==> config.mk <==
export PLATFORM = sky130hd
export DESIGN_NAME = dbss_cmp
export DESIGN_NICKNAME = d
export VERILOG_FILES = /design/src/rtl/core/dbss_pkg.sv /design/src/rtl/core/dbss_cmp.sv
export SDC_FILE = /design/constraint.sdc
export NUM_CORES = 1
export LEC_CHECK = 0
export BUFFER_PORTS_ARGS = -buffer_cell sky130_fd_sc_hd__clkbuf_2
export CAP_MARGIN = 10
export CORE_ASPECT_RATIO = 0.7
export CORE_MARGIN = 4
export CORE_UTILIZATION = 45
export DETAILED_ROUTE_END_ITERATION = 10
export PLACE_DENSITY = 0.91
export RECOVER_POWER = 25
export SYNTH_ARGS = -nofsm -noshare
export SYNTH_HDL_FRONTEND = slang
export SYNTH_SLANG_ARGS = --single-unit
==> constraint.sdc <==
create_clock -name vclk -period 5.4
set_clock_uncertainty 0.1 [all_clocks]
set_input_delay 1.08 -clock vclk [all_inputs]
set_output_delay 1.08 -clock vclk [all_outputs]
set_load 0.02 [all_outputs]
==> src/rtl/core/dbss_pkg.sv <==
// Shared types and codes for the double-buffered sorted set lookup.
// No dependencies; the top level and dbss_cmp refer to it by scoped names.
package dbss_pkg;

  typedef enum logic [1:0] {
    CMD_BEGIN  = 2'd0,
    CMD_APPEND = 2'd1,
    CMD_COMMIT = 2'd2,
    CMD_QUERY  = 2'd3
  } cmd_t;

  typedef enum logic [3:0] {
    ST_IDLE,
    ST_SORT_I,
    ST_SORT_KEY,
    ST_SORT_J,
    ST_SORT_CMP,
    ST_SORT_PUT,
    ST_SRCH,
    ST_SRCH_CMP,
    ST_SRCH_EQ,
    ST_DONE
  } state_t;

  // Result of the shared comparator, operand a against operand b.
  typedef struct packed {
    logic lt;
    logic eq;
    logic gt;
  } cmp_t;

  localparam int unsigned CountOutWidth = 11;

endpackage

==> src/rtl/core/dbss_cmp.sv <==
// Shared magnitude comparator used by both the sort and the search.
// Depends on dbss_pkg.
module dbss_cmp #(
  parameter int unsigned VALUE_WIDTH = 64
) (
  input  logic [VALUE_WIDTH-1:0] a,
  input  logic [VALUE_WIDTH-1:0] b,
  output dbss_pkg::cmp_t         res
);

  assign res.lt = a < b;
  assign res.eq = a == b;
  assign res.gt = a > b;

endmodule

Yosys cells after proc, flatten, opt, wreduce, memory -nomap -nowiden
Index checks and enable logic that the tools add are counted.
{"block": "totals", "regBits": 0, "input_bits": 128}
{"block": "classes", "order_cmp": 2, "n_eq_ne": 1}
{"op": "$eq A64 B64 Y1", "count": 1}
{"op": "$gt A64 B64 Y1", "count": 1}
{"op": "$lt A64 B64 Y1", "count": 1}

Depth between registers and ports, before layout
Gate-level depths: netlist of the first run.
{"block": "logic_depth", "depth_word": 1, "depth_mapped": 8, "depth_no_buf": 8}

Worst setup path before layout of the first run
OpenSTA, ideal clock, no wires.
{"block": "synth_path", "path_kind": "in2out", "from": "in b[14]", "to": "out res[0] (netlist bit)", "t_arrival_ns": 3.147, "required_time_ns": 4.220, "slack_ns": 1.073, "cell_stages": 6, "n_path_buf": 0, "cell_sequence": "inv_1 ha_1 nand4_1 or4_1 nor4_1 a21oi_1"}
{"item": "from (decl)", "line_no": "dbss_cmp.sv:7", "source": "input logic [VALUE_WIDTH-1:0] b,"}
{"item": "to (decl)", "line_no": "dbss_cmp.sv:8", "source": "output dbss_pkg::cmp_t res"}

==> impl_metrics.tcl, run 1 <==
set metrics [dict create \
    startpoint_type "input port" \
    cap_violations 0 \
    area_delta_synth_final_pct 44.2 \
    worstMarginPinSlew_ns 0.700 \
    worstHoldStart "b[0]" \
    place_inst 405 \
    stdcell_count 405 \
    crit_fanout 3 \
    seqCellArea_um2 0 \
    path_buf_inv 3 \
    period_minus_slack_ns 4.36 \
    worstPathRequired_ns 4.22 \
    grt_pass1_vias 1906 \
    synth_common_cells "ha_1 (64), inv_1 (64), a21oi_1 (23), nand2_1 (13), nand4_1 (13)" \
    syn_area_um2 1620 \
    start_util_pct 49.0 \
    diodes 0 \
    cpLargestDelayFamily "simple AND/OR/NAND/NOR gates" \
    cts_hold_buf 0 \
    leakage_nw 1.57 \
    slew_viol_final 0 \
    syn_inst 227 \
    routed_via_density 4.82 \
    critPathMaxStageDelay_ns 0.65 \
    ys_seq_area_share_pct 0 \
    ant_nets 0 \
    antenna_found_initial 0 \
    slew_headroom_pct 52.9 \
    fmax_mhz 230 \
    synth_top_cell_by_area "ha_1" \
    routabilityCongestion 0.913 \
    syn-num-nets 419 \
    multi_input_area_um2 1380 \
    slowest_stage "nor4_1" \
    clkbuf_count 0 \
    wl_per_cell_um 11.3 \
    core-area_um2 3300 \
    boundaryPins 131 \
    io_buffer_count 131 \
    ys_types 27 \
    grt_pass1_wl_mm 7.13 \
    setup_viol_count_final 0 \
    nFlopsAndLatches 0 \
    die_h_um 58.1 \
    outcome "finished clean" \
    track_usage_pct 18.1 \
    overflow 0 \
    first_pass_iters 4 \
    fill_cells 251 \
    post_cts_buffers 0 \
    rsz0062_at_grt "no" \
    dr_total_vias 1952 \
    syn_avg_cell_area_um2 7.12 \
    fin_crit_sh_pct 80.7 \
    fin_tns_setup_ns 0 \
    yosys.area.top_type_share_pct 49.5 \
    die_w_um 79.6 \
    path_cells "clkbuf_2 -> inv_1 -> ha_1 -> nand4_1 -> nor4_1 -> nand4_1 -> nor4_1 -> a21oi_1 -> clkbuf_2" \
    end_kind "primary output" \
    drc 0 \
    crit_start "b[58]" \
    nets 552 \
    drt_iter0_markers 50 \
    drive_above_1_share_pct 37.7 \
    grt_max_degree 4 \
    wirelength_mm 4.58 \
    ctsResizeCount 0 \
    yosys-top-cells-area "ha_1 (50%), inv_1 (15%), a21oi_1 (7.1%)" \
    path_class "in2out" \
    worst_ir_drop_vdd_mv 0.0381 \
    hold_class "in2out" \
    dp_hpwl_mm 4.50 \
    yosys_warnings 0 \
    rows 17 \
    worst_ep_arrival_time_ns 3.18 \
    dieArea_um2 4630 \
    hold_viol 0 \
    p_per_area_nw_per_um2 66.5 \
]
==> layer usage <==
layer	vias up	share of wire [%]	global-route usage, %
met2	77	48	36.5
met5	-	0	0
met1	816	42	20.8
li1	1059	-	-
met3	0	9.5	2.33
met4	0	0	1.47
==> through the flow <==
| step | cell area [µm²] | worst slack (ns) | util (%) | total power [mW] | hold WS (ns) |
|---|---|---|---|---|---|
| CTS | 2330 | 1.03 | 70.7 | 0.156 | 2.65 |
| finish | 2330 | 1.04 | 70.7 | 0.155 | 2.65 |
| detailed placement | 2330 | 1.03 | 70.7 | 0.155 | 2.65 |
| floorplan | 1620 | 1.07 | - | 0.0855 | 2.43 |
| global placement | 2330 | 1.06 | 70.7 | 0.148 | 2.63 |
| global route | 2330 | 0.825 | 70.7 | 0.178 | 2.68 |
==> power breakdown <==
part           internal [mW]  switching, mW
registers                  0              0
clock network              0              0
logic                 0.0823         0.0726
total                 0.0823         0.0726
==> worst min-delay path: stages <==
cell,delay [ns]
clkbuf_2,0.08
ha_1,0.21
nand4_1,0.09
nor4_1,0.06
clkbuf_2,0.15
==> cell type report <==
type / count / area share, %
multi-input combinational: 163 / 59.0
timing repair buffer: 131 / 28.1
inverter: 64 / 10.3
tap: 47 / 2.52
==> final timing paths <==
path | endpoint | cells after the start
worst min-delay path | res[1] | 5
worst max-delay path | res[0] | 9
==> cell families (layout without fill, tap and decap cells) <==
kind of cell	count (synthesis)	in the layout	synth area share, %
adders and majority gates	64	64	49.5
buffers and inverters	64	195	14.9
and+or+nand+nor	52	52	16.6
AOI/OAI and AO/OA	47	47	19.0
==> layout by cell type, fill, tap and decap left out, drive strengths merged <==
cell type  netlist  routed
nand4           13      13
nand3            9       9
or4              1       1
a21boi           2       2
o31a             1       1
a21o             5       5
a21oi           25      25
a31oi            1       1
nand2           13      13
or3              1       1
a221oi           2       2
inv             64      64
nand2b           1       1
o21bai           1       1
nor2b            1       1
ha              64      64
a2111oi          1       1
nor4             3       3
nor3             1       1
and2             2       2
o211ai           1       1
nor2             6       6
a221o            3       3
and4             1       1
o21ai            5       5
clkbuf           0     131
No activity file was read; power rests on OpenSTA's default activity.
==> run 2, diff against run 1 <==
Settings changed: CORE_UTILIZATION 45 to 38, PLACE_DENSITY 0.91 to 0.82.
Clock period 5.4 ns to 3.6 ns, I/O delays scaled along.
==> impl_metrics.tcl, run 2 (synthesized netlist as in run 1, its figures left out) <==
set metrics [dict create \
    whs_path_depth 5 \
    p_per_area_nw_per_um2 102 \
    hold_path_end "res[1]" \
    nFlopsAndLatches 0 \
    most-common-layout-cells "clkbuf_2 (129), inv_1 (64), ha_1 (60)" \
    io_buffer_count 131 \
    ant_nets 0 \
    seqCellArea_um2 0 \
    die_h_um 62.6 \
    area_delta_synth_final_pct 51.6 \
    period_minus_slack_ns 3.53 \
    worst_ir_drop_vdd_mv 0.0564 \
    dieArea_um2 5380 \
    setup_viol_count_final 0 \
    first_pass_iters 4 \
    worstHoldStart "b[0]" \
    crit_fanout 3 \
    drc 0 \
    hold_class "in2out" \
    routabilityCongestion 0.866 \
    grt_pass1_vias 1834 \
    ctsResizeCount 0 \
    fin_crit_sh_pct 98.0 \
    post_cts_buffers 0 \
    hold_viol 0 \
    start_util_pct 40.2 \
    outcome "finished clean" \
    wl_per_cell_um 12.1 \
    final_util_pct 61.0 \
    worstPathRequired_ns 2.78 \
    antenna_found_initial 0 \
    track_usage_pct 16.1 \
    final_common_cell "clkbuf_2" \
    worst_ep_arrival_time_ns 2.71 \
    boundaryPins 131 \
    clkbuf_count 0 \
    overflow 0 \
    die_w_um 86.0 \
    dr_total_vias 1985 \
    startpoint_type "input port" \
    cts_hold_buf 0 \
    drt_iter0_markers 30 \
    dp_hpwl_mm 4.62 \
    path_class "in2out" \
    slew_headroom_pct 76.6 \
    leakage_nw 1.59 \
    slew_viol_final 0 \
    diodes 0 \
    cap_violations 0 \
    worstMarginPinSlew_ns 0.351 \
    core-area_um2 4020 \
    fmax_mhz 284 \
    wirelength_mm 4.98 \
    rows 19 \
    drive_above_1_share_pct 40.8 \
    routed_via_density 4.82 \
    whs_ns 1.94 \
    grt_pass1_wl_mm 7.45 \
    fill_cells 369 \
    nets 554 \
    grt_max_degree 4 \
    end_kind "primary output" \
]
==> run 2: cell count changes in the layout (fill, tap and decap cells not counted), sizes merged <==
cell,before,now
clkbuf,131,129
buf,0,4
==> run 2: metal layers <==
layer	share of wire [%]	vias up	track usage [%]
li1	-	1058	-
met1	43	861	20.8
met2	51	60	29.3
met3	5.8	6	1.45
met4	0.82	0	1.98
met5	0	-	0
==> run 2: layout make-up <==
type                       count  area [µm²]  share of cell area (%)
multi-input combinational    163        1470                    59.9
inverter                      64         240                    9.80
timing repair buffer         133         677                    27.6
tap                           52        65.1                    2.65
==> run 2: worst max-delay path, cell delays in order <==
cell       delay (ns)
clkbuf_2         0.08
inv_1            0.09
ha_4             0.22
a21oi_2          0.13
nand2_1          0.06
a221o_1          0.35
or3_4            0.40
a2111oi_4        0.36
and2_1           0.19
buf_6            0.12
==> run 2: power by group <==
group,leakage (nW),switching [mW],internal [mW]
clock network,0,0,0
logic,1.59,0.116,0.133
registers,0,0,0
==> run 2: through the flow <==
stage | power [mW] | instance area, µm² | TNS (ns) | instances | worst slack [ns]
after global placement | 0.225 | 2360 | 0 | 412 | 0.0961
final | 0.249 | 2450 | 0 | 412 | 0.0732
after CTS | 0.235 | 2360 | 0 | 412 | 0.0248
after global routing | 0.288 | 2450 | -0.0379 | 412 | -0.0254
after floorplan | 0.128 | 1620 | 0 | 227 | 0.252
after detailed placement | 0.233 | 2360 | 0 | 412 | 0.0297
==> run 2: worst max-delay path by stage <==
stage	cells past startpoint	slack [ns]	end	startpoint
floorplan	6	0.25	res[0]	b[14]
global placement	10	0.1	res[2]	b[5]
detailed placement	10	0.03	res[2]	b[14]
CTS	10	0.02	res[2]	b[7]
global route	11	-0.03	res[0]	b[58]
finish	10	0.07	res[2]	b[14]
==> run 3, diff against run 2 <==
Settings changed: PLACE_DENSITY 0.82 to 0.83.
==> impl_metrics.tcl, run 3 (synthesized netlist as in run 1, its figures left out) <==
set metrics [dict create \
    whs_path_depth 5 \
    ant_nets 0 \
    nets 554 \
    startpoint_type "input port" \
    die_h_um 62.6 \
    worst_ep_arrival_time_ns 2.66 \
    worst_ir_drop_vdd_mv 0.0533 \
    fmax_mhz 287 \
    setup_viol_count_final 0 \
    stdcell_count 412 \
    nFlopsAndLatches 0 \
    worstHoldStart "a[2]" \
    drc 0 \
    dr_total_vias 1949 \
    leakage_nw 1.59 \
    drive_above_1_share_pct 40.3 \
    area_delta_synth_final_pct 50.2 \
    overflow 0 \
    die_w_um 86.0 \
    core-area_um2 4020 \
    dieArea_um2 5380 \
    cap_violations 0 \
    crit_fanout 2 \
    worstPathRequired_ns 2.78 \
    path_class "in2out" \
    routabilityCongestion 0.859 \
    antenna_found_initial 0 \
    whs_ns 1.94 \
    final_common_cell "clkbuf_2" \
    grt_pass1_wl_mm 7.82 \
    routed_via_density 4.73 \
    diodes 0 \
    outcome "finished clean" \
    slew_viol_final 0 \
    end_kind "primary output" \
    hold_viol 0 \
    io_buffer_count 131 \
    slew_headroom_pct 75.9 \
    finalPower_uw 248 \
    most-common-layout-cells "clkbuf_2 (130), inv_1 (64), ha_1 (61)" \
    wl_per_cell_um 11.9 \
    grt_pass1_vias 1962 \
    clkbuf_count 0 \
    p_per_area_nw_per_um2 102 \
    boundaryPins 131 \
    drt_iter0_markers 30 \
    seqCellArea_um2 0 \
    dp_hpwl_mm 4.57 \
    worstMarginPinSlew_ns 0.358 \
    hold_class "in2out" \
    hold_path_end "res[1]" \
    wirelength_mm 4.89 \
    place_inst 412 \
    grt_max_degree 4 \
    fin_crit_sh_pct 96.6 \
    track_usage_pct 16.7 \
    cts_hold_buf 0 \
    first_pass_iters 4 \
    start_util_pct 40.2 \
    rows 19 \
    period_minus_slack_ns 3.48 \
]
==> run 3: worst max-delay path, cell delays in order <==
cell and delay (ns):
clkbuf_2 0.08, inv_1 0.09, ha_4 0.21, a21oi_2 0.14
o21ai_2 0.07, a221o_1 0.32, or3_4 0.34, a2111oi_4 0.37
and2_4 0.20, buf_6 0.11
==> run 3: layout make-up <==
| type | count | area (µm²) |
|---|---|---|
| Fill cell | 376 | 1590 |
| Multi-Input combinational cell | 163 | 1450 |
| Timing Repair Buffer | 133 | 677 |
| Inverter | 64 | 240 |
| Tap cell | 52 | 65.1 |
==> run 3: per-stage QoR <==
stage | utilization [%] | setup slack (ns) | setup TNS (ns) | area (µm²)
final | 60.4 | 0.121 | 0 | 2430
after global routing | 60.4 | -0.00158 | -0.00158 | 2430
after CTS | 59.0 | 0.00657 | 0 | 2370
after detailed placement | 58.7 | -0.0109 | -0.0109 | 2360
after global placement | 58.7 | 0.0650 | 0 | 2360
after floorplan | - | 0.252 | 0 | 1620
==> run 3: metal layers <==
layer	up-vias	GRT usage, %	part of all wire, %
met2	63	30.3	49
li1	1063	-	-
met4	0	0.593	0.43
met3	2	1.45	7.0
met5	-	0	0
met1	821	22.4	43
==> run 3: worst max-delay path by stage <==
stage          start  endpoint  slack, ns
2_1_floorplan  b[14]    res[0]       0.25
3_3_place_gp    b[5]    res[2]       0.07
3_5_place_dp   b[14]    res[2]      -0.01
4_1_cts        b[14]    res[2]      0.007
5_1_grt         b[5]    res[2]     -0.002
6_report        b[5]    res[2]       0.12
==> run 3: repair_timing <==
action                                  4_1_cts  5_1_grt
gates cloned                                  0        0
pin swaps                                     0        7
endpoints found under the setup margin        1        2
setup buffers                                 0        0
gates resized for setup                       1       11
==> run 3: report_power, final <==
part | leakage (nW) | switching (mW) | internal (mW)
clock network | 0 | 0 | 0
registers | 0 | 0 | 0
logic | 1.59 | 0.114 | 0.133
total | 1.59 | 0.114 | 0.133
